### src/rtl/core/s2p_pkg.sv
// ----------------------------------------------------------------------------
// s2p_pkg
// Shared constants, tables and types for the speed-to-PWM interpolator:
// breakpoint speeds, duties, segment slopes and the token that walks the
// compare chain.
// ----------------------------------------------------------------------------
package s2p_pkg;

  localparam int NUM_POINTS      = 23;
  localparam int NUM_SEG         = NUM_POINTS - 1;
  localparam int NUM_CELLS       = NUM_POINTS - 2;
  localparam int SPEED_FRAC_BITS = 12;
  localparam int SLOPE_FRAC_BITS = 16;

  localparam int SPEED_W = 16;
  localparam int LEVEL_W = 16;
  localparam int DUTY_W  = 16;
  localparam int SLOPE_W = 32;
  localparam int PROD_W  = SLOPE_W + SPEED_W;
  localparam int SUM_W   = PROD_W - SLOPE_FRAC_BITS + 1;
  localparam int IDX_W   = $clog2(NUM_SEG);

  // Table speeds stay below 2^(frac+5): the top speed is under 20.5 units
  localparam int SPD_W = (SPEED_FRAC_BITS + 5 > SPEED_W) ? SPEED_FRAC_BITS + 5 : SPEED_W;

  localparam logic [LEVEL_W-1:0] LEVEL_MAX = '1;

  // Convert a speed in hundredths to the command format, round half up
  function automatic logic [SPD_W-1:0] spd_of(input int unsigned h);
    longint unsigned v;
    v = ((longint'(h) << SPEED_FRAC_BITS) + 50) / 100;
    return SPD_W'(v);
  endfunction

  localparam logic [SPD_W-1:0] SPD [NUM_POINTS] = '{
    spd_of(0),    spd_of(1),    spd_of(97),   spd_of(149),  spd_of(224),
    spd_of(294),  spd_of(365),  spd_of(433),  spd_of(500),  spd_of(565),
    spd_of(630),  spd_of(695),  spd_of(764),  spd_of(828),  spd_of(892),
    spd_of(954),  spd_of(1020), spd_of(1098), spd_of(1162), spd_of(1240),
    spd_of(1315), spd_of(1365), spd_of(1379)
  };

  localparam logic [DUTY_W-1:0] DUTY [NUM_POINTS] = '{
    16'd0,     16'd8000,  16'd10000, 16'd12000, 16'd15000, 16'd18000,
    16'd21000, 16'd24000, 16'd27000, 16'd30000, 16'd33000, 16'd36000,
    16'd39000, 16'd42000, 16'd45000, 16'd48000, 16'd51000, 16'd54000,
    16'd57000, 16'd60000, 16'd63000, 16'd65000, 16'd65535
  };

  // Per-segment slope, unsigned Q.16 duty per speed step
  localparam logic [SLOPE_W-1:0] SLOPE [NUM_SEG] = '{
    SLOPE_W'(((SLOPE_W'(DUTY[1]) - SLOPE_W'(DUTY[0])) << SLOPE_FRAC_BITS)
      / (SPD[1] - SPD[0])),
    SLOPE_W'(((SLOPE_W'(DUTY[2]) - SLOPE_W'(DUTY[1])) << SLOPE_FRAC_BITS)
      / (SPD[2] - SPD[1])),
    SLOPE_W'(((SLOPE_W'(DUTY[3]) - SLOPE_W'(DUTY[2])) << SLOPE_FRAC_BITS)
      / (SPD[3] - SPD[2])),
    SLOPE_W'(((SLOPE_W'(DUTY[4]) - SLOPE_W'(DUTY[3])) << SLOPE_FRAC_BITS)
      / (SPD[4] - SPD[3])),
    SLOPE_W'(((SLOPE_W'(DUTY[5]) - SLOPE_W'(DUTY[4])) << SLOPE_FRAC_BITS)
      / (SPD[5] - SPD[4])),
    SLOPE_W'(((SLOPE_W'(DUTY[6]) - SLOPE_W'(DUTY[5])) << SLOPE_FRAC_BITS)
      / (SPD[6] - SPD[5])),
    SLOPE_W'(((SLOPE_W'(DUTY[7]) - SLOPE_W'(DUTY[6])) << SLOPE_FRAC_BITS)
      / (SPD[7] - SPD[6])),
    SLOPE_W'(((SLOPE_W'(DUTY[8]) - SLOPE_W'(DUTY[7])) << SLOPE_FRAC_BITS)
      / (SPD[8] - SPD[7])),
    SLOPE_W'(((SLOPE_W'(DUTY[9]) - SLOPE_W'(DUTY[8])) << SLOPE_FRAC_BITS)
      / (SPD[9] - SPD[8])),
    SLOPE_W'(((SLOPE_W'(DUTY[10]) - SLOPE_W'(DUTY[9])) << SLOPE_FRAC_BITS)
      / (SPD[10] - SPD[9])),
    SLOPE_W'(((SLOPE_W'(DUTY[11]) - SLOPE_W'(DUTY[10])) << SLOPE_FRAC_BITS)
      / (SPD[11] - SPD[10])),
    SLOPE_W'(((SLOPE_W'(DUTY[12]) - SLOPE_W'(DUTY[11])) << SLOPE_FRAC_BITS)
      / (SPD[12] - SPD[11])),
    SLOPE_W'(((SLOPE_W'(DUTY[13]) - SLOPE_W'(DUTY[12])) << SLOPE_FRAC_BITS)
      / (SPD[13] - SPD[12])),
    SLOPE_W'(((SLOPE_W'(DUTY[14]) - SLOPE_W'(DUTY[13])) << SLOPE_FRAC_BITS)
      / (SPD[14] - SPD[13])),
    SLOPE_W'(((SLOPE_W'(DUTY[15]) - SLOPE_W'(DUTY[14])) << SLOPE_FRAC_BITS)
      / (SPD[15] - SPD[14])),
    SLOPE_W'(((SLOPE_W'(DUTY[16]) - SLOPE_W'(DUTY[15])) << SLOPE_FRAC_BITS)
      / (SPD[16] - SPD[15])),
    SLOPE_W'(((SLOPE_W'(DUTY[17]) - SLOPE_W'(DUTY[16])) << SLOPE_FRAC_BITS)
      / (SPD[17] - SPD[16])),
    SLOPE_W'(((SLOPE_W'(DUTY[18]) - SLOPE_W'(DUTY[17])) << SLOPE_FRAC_BITS)
      / (SPD[18] - SPD[17])),
    SLOPE_W'(((SLOPE_W'(DUTY[19]) - SLOPE_W'(DUTY[18])) << SLOPE_FRAC_BITS)
      / (SPD[19] - SPD[18])),
    SLOPE_W'(((SLOPE_W'(DUTY[20]) - SLOPE_W'(DUTY[19])) << SLOPE_FRAC_BITS)
      / (SPD[20] - SPD[19])),
    SLOPE_W'(((SLOPE_W'(DUTY[21]) - SLOPE_W'(DUTY[20])) << SLOPE_FRAC_BITS)
      / (SPD[21] - SPD[20])),
    SLOPE_W'(((SLOPE_W'(DUTY[22]) - SLOPE_W'(DUTY[21])) << SLOPE_FRAC_BITS)
      / (SPD[22] - SPD[21]))
  };

  // Token handed from cell to cell along the compare chain
  typedef struct packed {
    logic               vld;
    logic               fwd;
    logic [SPEED_W-1:0] speed;
    logic [IDX_W-1:0]   seg;
  } s2p_tok_t;

endpackage

### src/rtl/core/speed_to_pwm_interpolator.sv
// ----------------------------------------------------------------------------
// speed_to_pwm_interpolator
// Maps an unsigned Q4.12 speed command to a PWM compare level by linear
// interpolation over a fixed 23-point speed-to-duty table.
// ----------------------------------------------------------------------------
// Each command flows through a row of NUM_POINTS-2 compare cells (one per
// inner breakpoint), then a lookup stage, a multiply stage and the output
// register. One command enters per cycle; the whole row moves together, so
// a result held at the output stalls every stage behind it and in_ready
// drops until out_ready returns. Speeds above 13.79 saturate to level
// 65534. The level goes to level_a when spin_forward is 1 and to level_b
// otherwise, the other side reading zero.
module speed_to_pwm_interpolator
  import s2p_pkg::*;
(
  input  logic               clk,
  input  logic               rst,
  input  logic               in_valid,
  output logic               in_ready,
  input  logic               spin_forward,
  input  logic [SPEED_W-1:0] speed_setpoint,
  output logic               out_valid,
  input  logic               out_ready,
  output logic [LEVEL_W-1:0] level_a,
  output logic [LEVEL_W-1:0] level_b
);

  logic             en;
  logic [SPD_W-1:0] top_spd;
  s2p_tok_t         chain [NUM_CELLS+1];

  // Move the pipeline whenever the output register is free or draining
  assign en       = !out_valid || out_ready;
  assign in_ready = en && !rst;
  assign top_spd  = SPD[NUM_POINTS-1];

  // Clamp the speed and start in the first segment
  always_comb begin
    chain[0].vld = in_valid;
    chain[0].fwd = spin_forward;
    chain[0].seg = '0;
    if (SPD_W'(speed_setpoint) > top_spd) begin
      chain[0].speed = top_spd[SPEED_W-1:0];
    end else begin
      chain[0].speed = speed_setpoint;
    end
  end

  // Compare chain, one cell per inner breakpoint
  for (genvar j = 0; j < NUM_CELLS; j++) begin : g_cell
    s2p_cell u_cell (
      .clk    (clk),
      .rst    (rst),
      .en     (en),
      .thresh (SPD[j+1]),
      .idx    (IDX_W'(j + 1)),
      .tok_in (chain[j]),
      .tok    (chain[j+1])
    );
  end

  s2p_interp u_interp (
    .clk     (clk),
    .rst     (rst),
    .en      (en),
    .tok     (chain[NUM_CELLS]),
    .out_vld (out_valid),
    .level_a (level_a),
    .level_b (level_b)
  );

endmodule

### src/rtl/core/s2p_cell.sv
// ----------------------------------------------------------------------------
// s2p_cell
// One breakpoint of the compare chain: passes the token on and raises its
// segment index when the speed lies above this cell's breakpoint.
// ----------------------------------------------------------------------------
module s2p_cell
  import s2p_pkg::*;
(
  input  logic             clk,
  input  logic             rst,
  input  logic             en,
  input  logic [SPD_W-1:0] thresh,
  input  logic [IDX_W-1:0] idx,
  input  s2p_tok_t         tok_in,
  output s2p_tok_t         tok
);

  s2p_tok_t tok_next;

  // Move to this segment when the speed passes the breakpoint
  always_comb begin
    tok_next = tok_in;
    if (SPD_W'(tok_in.speed) > thresh) begin
      tok_next.seg = idx;
    end
  end

  // Advance the token while the chain moves
  always_ff @(posedge clk) begin
    if (rst) begin
      tok <= '0;
    end else if (en) begin
      tok <= tok_next;
    end
  end

endmodule

### src/rtl/core/s2p_interp.sv
// ----------------------------------------------------------------------------
// s2p_interp
// Segment lookup, slope multiply, sum with clamp and side routing, ending in
// the output register.
// ----------------------------------------------------------------------------
module s2p_interp
  import s2p_pkg::*;
(
  input  logic               clk,
  input  logic               rst,
  input  logic               en,
  input  s2p_tok_t           tok,
  output logic               out_vld,
  output logic [LEVEL_W-1:0] level_a,
  output logic [LEVEL_W-1:0] level_b
);

  logic               a_vld;
  logic               a_fwd;
  logic [DUTY_W-1:0]  a_base;
  logic [SLOPE_W-1:0] a_slope;
  logic [SPEED_W-1:0] a_diff;

  logic               b_vld;
  logic               b_fwd;
  logic [DUTY_W-1:0]  b_base;
  logic [PROD_W-1:0]  b_prod;

  logic [SPD_W-1:0]   lo_full;
  logic [SUM_W-1:0]   sum;
  logic [LEVEL_W-1:0] level;

  assign lo_full = SPD[tok.seg];

  // Look up the segment and take the offset into it
  always_ff @(posedge clk) begin
    if (rst) begin
      a_vld <= 1'b0;
    end else if (en) begin
      a_vld <= tok.vld;
    end
  end

  always_ff @(posedge clk) begin
    if (en) begin
      a_fwd   <= tok.fwd;
      a_base  <= DUTY[tok.seg];
      a_slope <= SLOPE[tok.seg];
      a_diff  <= tok.speed - lo_full[SPEED_W-1:0];
    end
  end

  // Multiply slope by offset
  always_ff @(posedge clk) begin
    if (rst) begin
      b_vld <= 1'b0;
    end else if (en) begin
      b_vld <= a_vld;
    end
  end

  always_ff @(posedge clk) begin
    if (en) begin
      b_fwd  <= a_fwd;
      b_base <= a_base;
      b_prod <= PROD_W'(a_slope) * PROD_W'(a_diff);
    end
  end

  // Add the base duty and clamp to the level range
  always_comb begin
    sum = SUM_W'(b_base) + SUM_W'(b_prod[PROD_W-1:SLOPE_FRAC_BITS]);
    if (sum > SUM_W'(LEVEL_MAX)) begin
      level = LEVEL_MAX;
    end else begin
      level = sum[LEVEL_W-1:0];
    end
  end

  // Hold the result until the transfer completes
  always_ff @(posedge clk) begin
    if (rst) begin
      out_vld <= 1'b0;
    end else if (en) begin
      out_vld <= b_vld;
    end
  end

  always_ff @(posedge clk) begin
    if (en) begin
      level_a <= b_fwd ? level : '0;
      level_b <= b_fwd ? '0 : level;
    end
  end

endmodule
### config.mk
export PLATFORM = sky130hd
export DESIGN_NAME = speed_to_pwm_interpolator
export DESIGN_NICKNAME = d
export VERILOG_FILES = /design/src/rtl/core/s2p_pkg.sv /design/src/rtl/core/speed_to_pwm_interpolator.sv /design/src/rtl/core/s2p_cell.sv /design/src/rtl/core/s2p_interp.sv
export SDC_FILE = /design/constraint.sdc
export NUM_CORES = 2
export LEC_CHECK = 0
export BUFFER_PORTS_ARGS = -buffer_cell sky130_fd_sc_hd__buf_4
export CORE_MARGIN = 3
export CORE_UTILIZATION = 40
export DETAILED_ROUTE_END_ITERATION = 10
export GPL_ROUTABILITY_DRIVEN = 0
export PLACE_DENSITY = 0.54
export SLEW_MARGIN = 10
export SYNTH_ARGS = -nofsm -noshare
export SYNTH_HDL_FRONTEND = slang
export SYNTH_SLANG_ARGS = --single-unit
### constraint.sdc
create_clock -name clk -period 9 [get_ports clk]
set_clock_uncertainty 0.05 [all_clocks]
set_input_delay 0 -clock clk [delete_from_list [all_inputs] [get_ports clk]]
set_output_delay 0 -clock clk [all_outputs]
set_load 0.005 [all_outputs]
Word level (Yosys, flattened, before mapping)
Memory sizes are Yosys's and may differ from the RTL's. A register that Yosys moved wholly into a read port is not among the register bits.
Cells that the tools add are included.
{ "totals": {"out_inout_bits": 34, "latch_bits": 0, "ramBits": 0, "regBits": 600, "memories": 3, "mem_bits_ro": 2080, "in_bits": 21} }
{ "memory_table": {"columns": ["name", "words", "width", "read_ports", "rd_ports_with_merged_regs", "wr", "line_no", "text"], "rows": [
  ["(name not given)", 32, 32, 1, 1, 0, "s2p_interp.sv:48", "a_slope <= SLOPE[tok.seg];"],
  ["(name not given)", 32, 17, 1, 0, 0, "s2p_interp.sv:33", "assign lo_full = SPD[tok.seg];"],
  ["(name not given)", 32, 16, 1, 1, 0, "s2p_interp.sv:47", "a_base <= DUTY[tok.seg];"]
]} }
{ "classes": {"n_mul": 1, "div_mod_pow": 0, "mux": 25, "n_bitwise": 1, "n_eq_ne": 0, "reduce_logical": 4, "addsub": 2, "shifts": 0, "order_cmp": 24} }
{ "op_table": {"columns": ["op", "count"], "rows": [
  ["16-bit > comparator (second input constant)", 10],
  ["5-bit two-way mux", 20],
  ["16-bit by 15-bit > comparator with 1-bit output (second input constant)", 6],
  ["16-bit two-way mux", 4],
  ["16-bit by 14-bit > comparator with 1-bit output (second input constant)", 3],
  ["32-bit by 16-bit multiplier with 48-bit output", 1],
  ["16-bit by 32-bit adder with 33-bit output", 1],
  ["33-bit by 16-bit > comparator with 1-bit output (second input constant)", 1],
  ["16-bit by 12-bit > comparator with 1-bit output (second input constant)", 1],
  ["16-bit by 13-bit > comparator with 1-bit output (second input constant)", 1],
  ["16-bit by 6-bit > comparator with 1-bit output (second input constant)", 1],
  ["16-bit subtractor", 1],
  ["6-bit greater-or-equal comparator (second input constant)", 1],
  ["5-bit inverter with 6-bit output", 1],
  ["1-bit zero test", 2],
  ["1-bit logical AND", 1],
  ["1-bit logical OR", 1],
  ["1-bit two-way mux", 1]
]} }

Longest topological paths before layout
{ "logic_depth": {"ltp_word": 5, "depth_mapped": 24} }

Modules after synthesis
From an unflattened synthesis, not the netlist that was laid out.
{ "hier_totals": {"cells_unflattened": 4901, "hier_area_um2": 45411.1} }
{ "modules_own_cells": {"columns": ["module", "instances", "cells_per_inst", "area_each_um2"], "rows": [
  ["s2p_cell at g_cell[0].u_cell ...", 20, 145, 1322.5],
  ["s2p_interp", 1, 1831, 17451.7],
  ["s2p_cell at g_cell[2].u_cell", 1, 141, 1305.0],
  ["speed_to_pwm_interpolator", 1, 29, 203.9]
]} }

Least setup slack after synthesis
Ideal clock, no wire load.
{ "synth_timing": {"kind": "register to register", "startpoint": "reg u_interp.a_diff[9]", "endpoint": "reg u_interp.b_prod[41] (data pin)", "path_stages_with_launch": 22, "period_less_slack_ns": 6.428, "setup_time_ns": 0.254, "slack_ns": 2.572, "n_path_buf": 2, "arrival_ns": 6.124, "path_cell_list": "edfxtp_1 clkbuf_1 clkbuf_1 nand2_1 fa_1 inv_1 fa_1 fa_1 fa_1 fa_1 inv_1 fa_1 inv_1 ha_1 a21o_1 a2111oi_0 o31ai_1 or3_1 o21ai_2 o21ai_2 a21o_1 a21o_1"} }
{ "synth_between": {"elab_chain_cells": 1} }
{ "synth_lines": {"columns": ["item", "line_no", "text"], "rows": [
  ["from (decl)", "s2p_interp.sv:22", "logic [SPEED_W-1:0] a_diff;"],
  ["from (signal assigned)", "s2p_interp.sv:49", "a_diff <= tok.speed - lo_full[SPEED_W-1:0];"],
  ["32-bit by 16-bit multiplier with 48-bit output", "s2p_interp.sv:66", "b_prod <= PROD_W'(a_slope) * PROD_W'(a_diff);"],
  ["to (signal assigned)", "s2p_interp.sv:66", null],
  ["to (decl)", "s2p_interp.sv:27", "logic [PROD_W-1:0] b_prod;"]
]} }
Every way passes these cells.
A chain may end at the register's enable or synchronous reset.

Final worst setup path
{ "layout_timing": {"startpoint": "reg u_interp.a_diff[9]", "endpoint": "reg u_interp.b_prod[37] (data pin)"} }
Same word-level chain as after synthesis.

==> qor.csv <==
metric,value,unit
final_cells,5032,
io_buffers,54,
clkLatencyLatePin,0.61,ns
start_util,40.41,%
fp.dieW,296.8,um
place_area,35000,um^2
area_delta_synth_final,10.58,%
dr_total_vias,25550,
grt_usage,18.58,%
power.total,5.496,mW
status,completed,
cp.arrival,7.29,ns
holdBufCountCts,19,
final.min_clock_period,7.017,ns
reg2reg_slack,1.98,ns
fp.dieH,296.8,um
slew_violations,0,
timing.final.crit_share,77.96,%
ir_drop,0.1514,mV
num_io_pins,55,
coreArea,83690,um^2
synth.distinct_cells,73,
grt.overflow.total,0,
syn_avg_cell_area,8.642,um^2
dieArea,88070,um^2
cp-startpoint,u_interp.a_diff[9],
cp.buffers_inverters,3,
fmax,142.5,MHz
timing.rr.start,u_interp.a_diff[9],
design_area,37390,um^2
reg2reg_depth,20,
synth_nets,4376,
first_pass_iters,5,
cpMostUsedCell,fa_1,
wl,82120,um
finish.utilization,44.68,%
grtUsageMet3,2.149,%
synth_seq_cells,582,
grt_use_met2,31.73,%
path_class,reg2reg,
ys_async_sr_fraction,0,%
synth-seq-area-share,38.07,%
dp_cells,4901,
synth_flop_cell,dfxtp_1,
cts_tree,done,
cpLargestDelayFamily,adder cells,
antenna_found_initial,0,
cts_resized,0,
cts.path.max_buffers,3,
slowest_delay,0.80,ns
tightest_slew,1.109,ns
grt-busiest-layer,met2,
nets,4318,
leakagePower,15.75,nW
cp.required,9.27,ns
path_depth,20,
cp_max_fo,18,
dp_hpwl,57830,um
layout_setup_ws,1.983,ns
synth_edf_count,122,
slowest_stage,edfxtp_1,
wl_per_cell,16.32,um
crit_end,u_interp.b_prod[37],
fin_tns_setup,0,ns
r2r_end,u_interp.b_prod[37],
cts_made_buffers,67,
cp_cell_sequence,"nand2_1, fa_1, inv_1, fa_1, fa_1, fa_1, fa_1, inv_1, fa_1, inv_1, ha_1, a21o_1, a21o_1, a2111oi_0, o31ai_1, or3_1, o21ai_2, o21ai_2, a311oi_1, a21oi_1",
whs_path_depth,5,
end_kind,flop,
grt_pass1_wl,135600,um
grt_pass1_vias,25680,
start_kind,flop,
hold_path.class,in2reg,
ant_nets,0,
place_ws,2.007,ns
dr.first_iter.drc_count,1695,
holdWs,0.08325,ns
htree_levels,3,
p_per_area,147.0,nW/um^2
syn_area,33820,um^2
setup_viol,0,
slew_headroom,26.04,%
use_met1,23.94,%
synthCells,3913,
cts_setup_buffers,0,
rsz0062_at_grt,false,
drcViolationCount,0,
via_per_inst,5.078,
drive_gt1_share,4.823,%
grt_max_degree,194,
diodes,0,
clkTransAtPathRegs,0.06,ns
ys_warn_count,0,
clock_sinks,582,
drv_cap,0,
hold_violations,0,
root_buffer,clkbuf_16,
rows,106,
==> area by class of cell <==
type / count / area [um^2]
timing repair buffer: 92 / 783.3
fill: 8332 / 46290
inverter: 373 / 1408
tap: 1134 / 1419
sequential: 582 / 12870
multi-input combinational: 2739 / 18710
clock inverter: 23 / 350.3
clock buffer: 89 / 1852
==> layout by cell type (no fill, tap or decap), drive strengths merged, types with 35 or more instances in the layout <==
| cell | netlist | layout |
|---|---|---|
| nand2 | 963 | 963 |
| dfxtp | 460 | 460 |
| a21oi | 444 | 444 |
| inv | 371 | 375 |
| fa | 244 | 244 |
| ha | 198 | 198 |
| nor2 | 195 | 195 |
| and2 | 139 | 139 |
| edfxtp | 122 | 122 |
| clkbuf | 199 | 89 |
| o21ai | 77 | 77 |
| buf | 20 | 73 |
| nor3 | 70 | 70 |
| a22oi | 44 | 44 |
| a31oi | 42 | 42 |
| xnor2 | 35 | 35 |
==> power breakdown <==
part	total, mW	internal, mW	switching (mW)
Clock	2.73	1.63	1.10
Sequential	2.68	2.67	0.0116
Combinational	0.0804	0.0281	0.0524
==> per-layer routing <==
layer | routed length, um | up-vias
li1 | - | 12710
met1 | 36580 | 12300
met2 | 39490 | 413
met3 | 2580 | 122
met4 | 3470 | 0
met5 | 0 | -
==> flip-flops by register name (all words and copies together) (netlist names), 14 cells and up <==
register,cells
g_cell.u_cell.tok,457
u_interp.a_base,14
u_interp.a_diff,16
u_interp.a_slope,18
u_interp.b_base,14
u_interp.b_prod,26
u_interp.level_a,16
u_interp.level_b,16
==> synth_stat cells (12+ instances only) <==
cell type	instances	area, um^2
nand2_1	963	3615
fa_1	244	4885
o21ai_0	74	370.4
a211oi_1	27	202.7
a22oi_1	43	322.8
nand3_1	31	155.2
a21o_1	29	217.7
inv_1	371	1393
o21a_1	12	90.09
nor2_1	195	732.0
clkbuf_1	199	747.0
ha_1	198	2477
a31oi_1	42	262.8
buf_1	15	56.30
xnor2_1	35	306.5
and2_1	139	869.6
a311o_1	14	140.1
edfxtp_1	122	3664
nor3_1	70	350.3
dfxtp_1	460	9209
a21oi_1	442	2212
==> worst min-delay path by stage <==
stage | startpoint | to | slack, ns
finish | out_ready | g_cell[3].u_cell.tok[21] | 0.08
global route | out_ready | g_cell[12].u_cell.tok[12] | 0.12
CTS | out_ready | g_cell[12].u_cell.tok[12] | 0.07
detailed placement | speed_setpoint[0] | g_cell[0].u_cell.tok[5] | 0.21
global placement | speed_setpoint[0] | g_cell[0].u_cell.tok[5] | 0.20
floorplan | speed_setpoint[14] | g_cell[0].u_cell.tok[19] | 0.09
==> tightest hold or removal path, cell delays in order <==
cell     delay, ns
buf_4         0.09
nor2b_4       0.05
buf_4         0.32
nand2_1       0.15
a21oi_1       0.05
==> kinds of logic after synthesis <==
kind of cell	Yosys count	synth area share [%]
xor gates and xnor gates	45	1.165
DFF	582	38.07
buffers and inverters	592	6.645
and+or+nand+nor	1464	18.21
AOI/OAI and AO/OA	780	13.83
muxes	8	0.3145
adders and majority gates	442	21.77
No activity file was read; power rests on OpenSTA's default activity.
